--- src/rtl/tps_pkg.sv ---
// ----------------------------------------------------------------------------
// tps_pkg
// Shared types and constants for the timed pulse sequencer.
// ----------------------------------------------------------------------------
package tps_pkg;

   localparam int TIME_W  = 24;
   localparam int INDEX_W = 8;
   localparam int PLAY_W  = 9;
   localparam int WORD_W  = 32;

   localparam logic [7:0] OP_WRITE_ENTRY = 8'h01;
   localparam logic [7:0] OP_SET_FINAL   = 8'h02;
   localparam logic [7:0] OP_SET_REPEAT  = 8'h03;
   localparam logic [7:0] OP_SET_MODE    = 8'h04;
   localparam logic [7:0] OP_RUN         = 8'h05;
   localparam logic [7:0] OP_ARM         = 8'h06;
   localparam logic [7:0] OP_STOP        = 8'h07;
   localparam logic [7:0] OP_READ_TIME   = 8'h08;
   localparam logic [7:0] OP_FIRMWARE    = 8'hFD;
   localparam logic [7:0] OP_HARD_RESET  = 8'hFF;

   localparam logic [7:0]        FIRMWARE_VER   = 8'h06;
   localparam logic [WORD_W-1:0] TRIGGER_OFFSET = 32'h0000_0400;
   localparam logic [TIME_W-1:0] HALF_RANGE     = 24'h80_0000;

   localparam logic [2:0] LEN_NONE = 3'd0;
   localparam logic [2:0] LEN_FW   = 3'd2;
   localparam logic [2:0] LEN_TIME = 3'd3;
   localparam logic [2:0] LEN_ARM  = 3'd4;

   typedef enum logic [1:0] {
      ST_INIT      = 2'd0,
      ST_READY     = 2'd1,
      ST_RUNNING   = 2'd2,
      ST_REPEATING = 2'd3
   } run_state_type;

   typedef enum logic [1:0] {
      CS_IDLE = 2'b01,
      CS_EXEC = 2'b10
   } ctrl_state_type;

   typedef struct packed {
      logic capture;
      logic commit;
   } dp_cmd_type;

endpackage

--- src/rtl/tps_ctrl.sv ---
// ----------------------------------------------------------------------------
// tps_ctrl
// Handshake controller: accepts a transaction, runs its execute cycle and
// holds the result register valid until the consumer takes it.
// ----------------------------------------------------------------------------
module tps_ctrl (
   input  logic                clock,
   input  logic                reset,
   input  logic                req_valid,
   output logic                req_ready,
   output logic                rsp_valid,
   input  logic                rsp_ready,
   output tps_pkg::dp_cmd_type cmd
);
   import tps_pkg::*;

   ctrl_state_type state_ff, state_in;
   logic           rsp_valid_ff, rsp_valid_in;
   logic           out_free;

   assign out_free  = !rsp_valid_ff || rsp_ready;
   assign req_ready = (state_ff == CS_IDLE);
   assign rsp_valid = rsp_valid_ff;

   always_comb begin
      state_in     = state_ff;
      rsp_valid_in = rsp_valid_ff && !rsp_ready;
      cmd.capture  = 1'b0;
      cmd.commit   = 1'b0;
      case (state_ff)
         CS_IDLE: begin
            if (req_valid) begin
               cmd.capture = 1'b1;
               state_in    = CS_EXEC;
            end
         end
         CS_EXEC: begin
            if (out_free) begin
               cmd.commit   = 1'b1;
               rsp_valid_in = 1'b1;
               state_in     = CS_IDLE;
            end
         end
         default: begin
            state_in = CS_IDLE;
         end
      endcase
   end

   always_ff @(posedge clock) begin
      if (reset) begin
         state_ff     <= CS_IDLE;
         rsp_valid_ff <= 1'b0;
      end else begin
         state_ff     <= state_in;
         rsp_valid_ff <= rsp_valid_in;
      end
   end

endmodule

--- config.mk ---
export PLATFORM = sky130hd
export DESIGN_NAME = tps_ctrl
export DESIGN_NICKNAME = d
export VERILOG_FILES = /design/src/rtl/tps_pkg.sv /design/src/rtl/tps_ctrl.sv
export SDC_FILE = /design/constraint.sdc
export NUM_CORES = 1
export LEC_CHECK = 0
export BUFFER_PORTS_ARGS = -buffer_cell sky130_fd_sc_hd__buf_2
export CORE_AREA = 2 2 39 41
export DETAILED_ROUTE_END_ITERATION = 8
export DIE_AREA = 0 0 41 43
export MAX_ROUTING_LAYER = met4
export PLACE_DENSITY = 0.39
export SLEW_MARGIN = 40
export SYNTH_ARGS = -nofsm -noshare
export SYNTH_HDL_FRONTEND = slang
export SYNTH_SLANG_ARGS = --single-unit
--- constraint.sdc ---
create_clock -name clock -period 0.85 [get_ports clock]
set_input_delay 0.085 -clock clock [delete_from_list [all_inputs] [get_ports clock]]
set_output_delay 0.085 -clock clock [all_outputs]
set_load 0.01 [all_outputs]
==> results of run 1 <==
==> layout make-up <==
cell class	instances	share of cell area
clock buffer	4	0.110
multi-input combinational	9	0.325
timing repair buffer	8	0.204
tap	16	0.0838
sequential	3	0.277
==> worst max-delay path: cells and delay by family, from the launching register on <==
family / cells / cell delay, ns
flip-flops: 1 / 0.35
buffers and inverters: 1 / 0.10
AND/OR/NAND/NOR: 1 / 0.26
==> routing by layer <==
metal | global-route usage | vias to the layer above
met1 | 0.0353 | 59
met5 | - | -
met3 | 0.0314 | 0
met4 | 0.0800 | 0
li1 | - | 65
met2 | 0.0625 | 7
==> per-stage QoR <==
| step | cell area [um2] | util | cells | power, W |
|---|---|---|---|---|
| 3_5_place_dp | 184 | 0.133 | 35 | 0.000200 |
| 4_1_cts | 236 | 0.171 | 40 | 0.000477 |
| 2_1_floorplan | 129 | - | 12 | 0.000178 |
| 3_3_place_gp | 184 | 0.133 | 35 | 0.000198 |
| 5_1_grt | 239 | 0.173 | 40 | 0.000485 |
| 6_report | 239 | 0.173 | 40 | 0.000461 |
==> cell families after synthesis <==
family,Yosys count,synth area share
and+or+nand+nor,6,0.359
DFF,3,0.466
AOI/OAI and AO/OA,3,0.175
==> cell usage after synthesis <==
library cell | instances | area (um2)
o21ba_1 | 1 | 10.0
a21oi_1 | 1 | 5.00
dfxtp_1 | 3 | 60.1
and4bb_2 | 1 | 12.5
nand2b_1 | 2 | 12.5
nor2b_1 | 2 | 12.5
o21bai_1 | 1 | 7.51
and3b_1 | 1 | 8.76
==> timing repair <==
item / CTS / global route
buffers inserted: 1 / 0
endpoints found under the setup margin: 4 / 5
hold buffers: 0 / 0
pin swaps: 1 / 0
gates resized for setup: 5 / 2
==> how the worst max path moves through the flow <==
stage	endpoint	depth (start not counted)	slack [ns]
after floorplan	state_ff[1]$_SDFFE_PP0P_	2	0.002
after global placement	state_ff[1]$_SDFFE_PP0P_	2	0.003
after detailed placement	state_ff[1]$_SDFFE_PP0P_	2	-0.02
after CTS	cmd[1]	2	-0.18
after global routing	cmd[1]	2	-0.20
final	cmd[1]	2	-0.18
==> state kept, by name (all words and copies together) (netlist names) <==
name / count
state_ff: 2
rsp_valid: 1
==> power breakdown <==
group,switching [W],leakage (nW),internal [W]
Combinational,0.0000217,0.0778,0.0000362
Clock,0.0000723,0.0150,0.000176
Sequential,0.00000674,0.0255,0.000148
Total,0.000101,0.118,0.000360
==> flow_metrics.py, run 1 <==
metrics = {
    "run_status": {
        "status": "complete, but fails checks",
        "violations": "setup timing",
    },
    "power_and_ir_drop": {
        "ir_drop_uv": 289,
        "p_leak_nw": 0.118,
        "power_density_mw_per_mm2": 1930,
    },
    "detailed_routing": {
        "drt_iter0_drc": 0,
        "wl_met3_um": 38,
        "ant_nets": 0,
        "wl_met1_um": 140,
        "highest_layer": "met3",
        "vias": 131,
        "wl_met2_um": 162,
        "wl_per_cell_um": 8.53,
        "routed_wl_um": 341,
        "drc_errors": 0,
        "firstDrtPassIters": 1,
        "via_per_inst": 3.28,
    },
    "timing": {
        "slew_headroom": 0.924,
        "period_needed_ns": 1.03,
        "fmax_mhz": 973,
        "slew_violations": 0,
        "setup_viol": 5,
        "finalHoldWorstSlack_ns": 0.0332,
        "finalCritPeriodShare": 1.21,
        "rsz0062_at_grt": "yes",
        "tightest_slew_ns": 0.113,
        "tns_ns": -0.602,
        "fin_ws_ns": -0.178,
        "clock-skew-final_ns": 0.00432,
        "finalHoldViolations": 0,
    },
    "finish": {
        "antenna_cells": 0,
        "nFillCells": 161,
        "ff_latch_area_um2": 66.3,
        "layout_commonest_cell": "buf_2",
        "multi_input_area_um2": 77.6,
        "area_growth_syn_to_layout_pct": 85.4,
        "nets": 29,
        "layout_common_cells": "buf_2 (6), clkbuf_4 (3), nor2b_1 (2), dfxtp_2 (2)",
        "drive_gt1_frac": 0.708,
    },
    "cts": {
        "cts_tree": "done",
        "root_buffer": "clkbuf_4",
        "clock_latency_ns": 0.23,
        "clock_sinks": 3,
        "cts_made_buffers": 3,
        "clockBufferDepth": 2,
        "cts-htree-levels": 1,
        "cts.clk_slew.worst_paths_ns": 0.04,
    },
    "worst_hold_path": {
        "hold_depth": 2,
        "hp-class": "primary input to register",
        "min_to": "rsp_valid$_SDFF_PP0_",
        "worstHoldStart": "reset",
    },
    "floorplanning": {
        "ioPinCount": 8,
        "die-area_mm2": 0.00176,
        "design.core.area_mm2": 0.00138,
        "start_util": 0.0931,
        "rows": 14,
        "chipWidth_um": 41,
        "die_h_um": 43,
    },
    "job": {
        "maxCapViolations": 0,
    },
    "yosys": {
        "ys_types": 8,
        "ys.warnings.count": 0,
        "syn_inst": 12,
        "yosysSeqAreaShare": 0.466,
        "netlist_area_um2": 129,
        "syn-num-nets": 16,
        "ys_ff_latch": 3,
        "synth_area_per_cell_um2": 10.7,
    },
    "worst_setup_path": {
        "r2r_slack_ns": -0.16,
        "r2r_start": "state_ff[1]$_SDFFE_PP0P_",
        "critPathLaunchType": "register",
        "cp-end-kind": "primary output",
        "slowest_delay_ns": 0.35,
        "worst-setup-path-type": "register to primary output",
        "timing.rr.end": "state_ff[1]$_SDFFE_PP0P_",
        "r2r_cells": 3,
        "cp-startpoint": "state_ff[1]$_SDFFE_PP0P_",
        "cp.required_ns": 0.76,
        "worstPathArrival_ns": 0.94,
        "path_cells": "and3b_2, buf_6",
        "crit_fanout": 4,
        "cp_slowest_cell": "dfxtp_4",
    },
    "global_routing": {
        "grt_pass1_vias": 142,
        "grt_first_pass_wirelength_um": 469,
        "grt_overflow": 0,
        "antenna_found_initial": 0,
        "grt_max_degree": 5,
        "grtUsageTotal": 0.0504,
    },
    "place": {
        "dp_slack_ns": -0.0195,
        "gp_congestion": 0.495,
        "port_buffers": 7,
        "hpwl_um": 250,
    },
}
Power figures use the tool's default switching activity.
==> inputs of run 2 (changes only) <==
==> constraint.sdc (replaced) <==
create_clock -name clock -period 0.85 [get_ports clock]
set_input_delay 0.2125 -clock clock [delete_from_list [all_inputs] [get_ports clock]]
set_output_delay 0.2125 -clock clock [all_outputs]
set_load 0.01 [all_outputs]
==> run 2 against run 1 <==
- the run still ends with setup timing left
- routed wire length decreased by 8.2%
- hold slack improved by 0.12 ns
- combinational power increased by 16%
- flip-flop and latch count unchanged
- via count increased by 8.4%
- clock power decreased by 2%
- utilization increased by 1.5 points
- die area unchanged
- clock skew decreased by 0.0042 ns
- register-to-register slack improved by 0.03 ns
- final area increased by 8.9%
- largest power group unchanged
==> flow_metrics.py, run 2 (synthesized netlist as in run 1, its figures left out) <==
metrics = {
    "place": {
        "gp_congestion": 0.493,
        "dp_slack_ns": -0.0836,
        "place_inst": 35,
        "port_buffers": 7,
        "hpwl_um": 247,
    },
    "cts": {
        "root_buffer": "clkbuf_4",
        "clock_latency_ns": 0.23,
        "cts_tree": "done",
        "cts-htree-levels": 1,
        "clockBufferDepth": 2,
        "hold_buffers": 0,
        "clock_sinks": 3,
        "cts_made_buffers": 3,
        "cts.clk_slew.worst_paths_ns": 0.03,
    },
    "finish": {
        "largest_register_ffs": 2,
        "largest-register": "state_ff",
        "multi_input_area_um2": 77.6,
        "drive_gt1_frac": 0.720,
        "nFillCells": 146,
        "antenna_cells": 0,
        "layout_common_cells": "buf_2 (5), buf_6 (4), clkbuf_4 (3)",
        "layout_commonest_cell": "buf_2",
        "ff_latch_area_um2": 66.3,
        "final_util": 0.188,
        "area_growth_syn_to_layout_pct": 102,
        "stdcell_count": 41,
        "nets": 30,
    },
    "timing": {
        "finalCritPeriodShare": 1.36,
        "fin_ws_ns": -0.305,
        "slew_violations": 0,
        "finalHoldViolations": 0,
        "setup_viol": 6,
        "rsz0062_at_grt": "yes",
        "clock-skew-final_ns": 0.0000866,
        "period_needed_ns": 1.15,
        "fmax_mhz": 866,
        "tightest_slew_ns": 0.101,
        "slew_headroom": 0.933,
    },
    "detailed_routing": {
        "routed_wl_um": 313,
        "ant_nets": 0,
        "wl_per_cell_um": 7.63,
        "firstDrtPassIters": 2,
        "drt_iter0_drc": 1,
        "drc_errors": 0,
        "via_per_inst": 3.46,
        "vias": 142,
    },
    "run_status": {
        "status": "complete, but fails checks",
        "violations": "setup timing",
    },
    "global_routing": {
        "grt_pass1_vias": 147,
        "grt_overflow": 0,
        "grt_first_pass_wirelength_um": 489,
        "grtUsageTotal": 0.0514,
        "grt_max_degree": 5,
        "antenna_found_initial": 0,
    },
    "worst_setup_path": {
        "cp-end-kind": "primary output",
        "critPathLaunchType": "register",
        "worstPathArrival_ns": 0.94,
        "r2r_start": "state_ff[1]$_SDFFE_PP0P_",
        "crit_fanout": 3,
        "cp.required_ns": 0.64,
        "cp-startpoint": "state_ff[1]$_SDFFE_PP0P_",
        "worst-setup-path-type": "register to primary output",
    },
    "floorplanning": {
        "die-area_mm2": 0.00176,
        "chipWidth_um": 41,
        "rows": 14,
        "start_util": 0.0931,
        "ioPinCount": 8,
        "design.core.area_mm2": 0.00138,
        "die_h_um": 43,
    },
    "power_and_ir_drop": {
        "ir_drop_uv": 303,
        "power_density_mw_per_mm2": 1780,
        "p_leak_nw": 0.126,
    },
    "worst_hold_path": {
        "worstHoldStart": "reset",
        "hp-class": "primary input to register",
    },
    "job": {
        "maxCapViolations": 0,
    },
}
[run 2: cell count changes in the layout (fill, tap and decap cells not counted), sizes merged]
cell	previous run	this run
buf	8	9
[run 2: power by group]
part	total (W)	switching (W)	internal [W]
logic	0.0000671	0.0000225	0.0000446
registers	0.000155	0.00000678	0.000148
clock network	0.000242	0.0000665	0.000175
total	0.000464	0.0000958	0.000369
[run 2: cell type report]
class | instances | area share
Multi-Input combinational cell | 9 | 0.298
Timing Repair Buffer | 9 | 0.269
Sequential cell | 3 | 0.255
Clock buffer | 4 | 0.101
Tap cell | 16 | 0.0769
[run 2: per-stage QoR]
stage / hold slack [ns] / setup TNS, ns / total power, W / area (um2)
final: 0.152 / -1.04 / 0.000464 / 260
after detailed placement: 0.397 / -0.167 / 0.000199 / 184
after CTS: 0.144 / -1.10 / 0.000473 / 249
after floorplan: 0.282 / 0 / 0.000178 / 129
after global routing: 0.156 / -1.31 / 0.000505 / 260
after global placement: 0.406 / -0.147 / 0.000198 / 184
[run 2: final timing paths]
check,slack [ns],endpoint,depth (start not counted)
max,-0.30,cmd[1],2
min,0.15,rsp_valid$_SDFF_PP0_,2
max reg2reg,-0.13,state_ff[1]$_SDFFE_PP0P_,3
min reg2reg,0.50,rsp_valid$_SDFF_PP0_,2
[run 2: critical path, stage by stage (launching register included)]
cell	delay, ns
dfxtp_4	0.35
and3b_2	0.26
buf_6	0.11
[run 2: repair_timing]
| item | 4_1_cts | 5_1_grt |
|---|---|---|
| endpoints found under the setup margin | 5 | 6 |
| gates resized for setup | 6 | 4 |
| pin swaps | 1 | 1 |
| buffers inserted | 2 | 0 |
[run 2: routing by layer]
metal | global-route usage | vias to the layer above | share of wire
li1 | - | 69 | -
met1 | 0.0385 | 64 | 0.41
met2 | 0.0531 | 7 | 0.43
met3 | 0.0471 | 2 | 0.14
met4 | 0.0800 | 0 | 0.019
met5 | - | - | 0
==> inputs of run 3 (changes only) <==
--- a/config.mk
+++ b/config.mk
@@ -6,11 +6,13 @@
 export NUM_CORES = 1
 export LEC_CHECK = 0
 export BUFFER_PORTS_ARGS = -buffer_cell sky130_fd_sc_hd__buf_2
+export CELL_PAD_IN_SITES_DETAIL_PLACEMENT = 2
+export CELL_PAD_IN_SITES_GLOBAL_PLACEMENT = 2
 export CORE_AREA = 2 2 39 41
 export DETAILED_ROUTE_END_ITERATION = 8
 export DIE_AREA = 0 0 41 43
 export MAX_ROUTING_LAYER = met4
-export PLACE_DENSITY = 0.39
+export PLACE_DENSITY = 0.51
 export SLEW_MARGIN = 40
 export SYNTH_ARGS = -nofsm -noshare
 export SYNTH_HDL_FRONTEND = slang
==> constraint.sdc (replaced) <==
create_clock -name clock -period 0.9 [get_ports clock]
set_input_delay 0.225 -clock clock [delete_from_list [all_inputs] [get_ports clock]]
set_output_delay 0.225 -clock clock [all_outputs]
set_load 0.01 [all_outputs]
==> run 3 against run 2 <==
- critical path type unchanged
- the run still ends with setup timing left
- utilization up 0.72 points
- critical endpoint unchanged
- first-iteration DRC count down 100%
- hold slack better by 0.022 ns
- setup slack better by 0.039 ns
==> flow_metrics.py, run 3 (synthesized netlist as in run 1, its figures left out) <==
metrics = {
    "run_status": {
        "status": "complete, but fails checks",
        "violations": "setup timing",
    },
    "detailed_routing": {
        "wl_met3_um": 49,
        "drc_errors": 0,
        "vias": 155,
        "wl_met2_um": 209,
        "drt_iter0_drc": 0,
        "routed_wl_um": 441,
        "via_per_inst": 3.69,
        "wl_per_cell_um": 10.5,
        "wl_met1_um": 151,
        "firstDrtPassIters": 1,
        "ant_nets": 0,
        "highest_layer": "met4",
    },
    "timing": {
        "finalHoldViolations": 0,
        "period_needed_ns": 1.17,
        "slew_headroom": 0.932,
        "fmax_mhz": 858,
        "tightest_slew_ns": 0.102,
        "tns_ns": -1.01,
        "setup_viol": 5,
        "finalCritPeriodShare": 1.30,
        "rsz0062_at_grt": "yes",
        "slew_violations": 0,
        "clock-skew-final_ns": 0.000264,
        "fin_ws_ns": -0.266,
    },
    "finish": {
        "largest_register_ffs": 2,
        "drive_gt1_frac": 0.769,
        "layout_common_cells": "buf_2 (5), clkbuf_4 (3), buf_6 (3)",
        "nets": 31,
        "antenna_cells": 0,
        "area_growth_syn_to_layout_pct": 110,
        "final_util": 0.195,
        "largest-register": "state_ff",
        "layout_commonest_cell": "buf_2",
    },
    "place": {
        "port_buffers": 7,
        "gp_congestion": 0.596,
        "dp_slack_ns": -0.0560,
        "hpwl_um": 340,
    },
    "cts": {
        "clockBufferDepth": 2,
        "cts_made_buffers": 3,
        "clock_sinks": 3,
        "root_buffer": "clkbuf_4",
        "cts_tree": "done",
        "cts.clk_slew.worst_paths_ns": 0.04,
        "clock_latency_ns": 0.24,
        "cts-htree-levels": 1,
    },
    "power_and_ir_drop": {
        "power_density_mw_per_mm2": 1700,
        "p_leak_nw": 0.124,
        "p_total_w": 0.000458,
        "ir_drop_uv": 304,
    },
    "global_routing": {
        "grt_overflow": 0,
        "grt_max_degree": 5,
        "grt_pass1_vias": 163,
        "antenna_found_initial": 0,
        "grt_first_pass_wirelength_um": 655,
        "grtUsageTotal": 0.0710,
    },
    "worst_setup_path": {
        "worstPathArrival_ns": 0.94,
        "cp.required_ns": 0.67,
        "cp-end-kind": "primary output",
        "crit_fanout": 4,
        "worst-setup-path-type": "register to primary output",
        "critPathLaunchType": "register",
    },
    "job": {
        "maxCapViolations": 0,
    },
    "floorplanning": {
        "start_util": 0.0931,
        "ioPinCount": 8,
        "rows": 14,
        "die_h_um": 43,
        "chipWidth_um": 41,
        "die-area_mm2": 0.00176,
        "design.core.area_mm2": 0.00138,
    },
    "worst_hold_path": {
        "hp-class": "primary input to register",
    },
}
==> run 3: cell types whose count changed in the layout (fill, tap and decap cells not counted) <==
cell | previous run | this run
buf_6 | 4 | 3
o21ba_1 | 1 | 0
o21ba_4 | 0 | 1
buf_4 | 0 | 2
==> run 3: worst paths after layout <==
check | startpoint | end | slack, ns | cells after the start
max | state_ff[1]$_SDFFE_PP0P_ | cmd[1] | -0.27 | 2
min | reset | rsp_valid$_SDFF_PP0_ | 0.17 | 2
max reg2reg | state_ff[1]$_SDFFE_PP0P_ | state_ff[1]$_SDFFE_PP0P_ | -0.23 | 4
min reg2reg | state_ff[1]$_SDFFE_PP0P_ | rsp_valid$_SDFF_PP0_ | 0.51 | 2
==> run 3: final cells by class <==
cell class	count	area [um2]
fill	160	1110
multi-input combinational	9	83.8
timing repair buffer	10	73.8
sequential	3	66.3
clock buffer	4	26.3
tap	16	20.0
==> run 3: metal layers <==
layer,vias up,track usage
li1,69,-
met1,70,0.0514
met2,11,0.0813
met3,5,0.0471
met4,0,0.120
met5,-,-
==> run 3: per-stage QoR <==
step | hold slack [ns] | cells | area, um2
2_1_floorplan | 0.294 | 12 | 129
3_3_place_gp | 0.423 | 36 | 191
3_5_place_dp | 0.430 | 36 | 191
4_1_cts | 0.168 | 41 | 251
5_1_grt | 0.202 | 42 | 270
6_report | 0.174 | 42 | 270
==> run 3: critical path, cell delays in order (launching register included) <==
cell	delay [ns]
dfxtp_4	0.35
and3b_2	0.25
buf_6	0.10
==> run 3: where the power goes <==
part           leakage [nW]  switching [W]  total (W)  internal [W]
Sequential           0.0255     0.00000640   0.000147      0.000140
Combinational        0.0831      0.0000243  0.0000699     0.0000456
Clock                0.0150      0.0000754   0.000242      0.000166
==> run 3: repair_timing <==
action,4_1_cts,5_1_grt
hold buffers,0,0
endpoints found under the setup margin,4,6
gates resized for setup,7,3
setup buffers,1,1
pin swaps,1,0
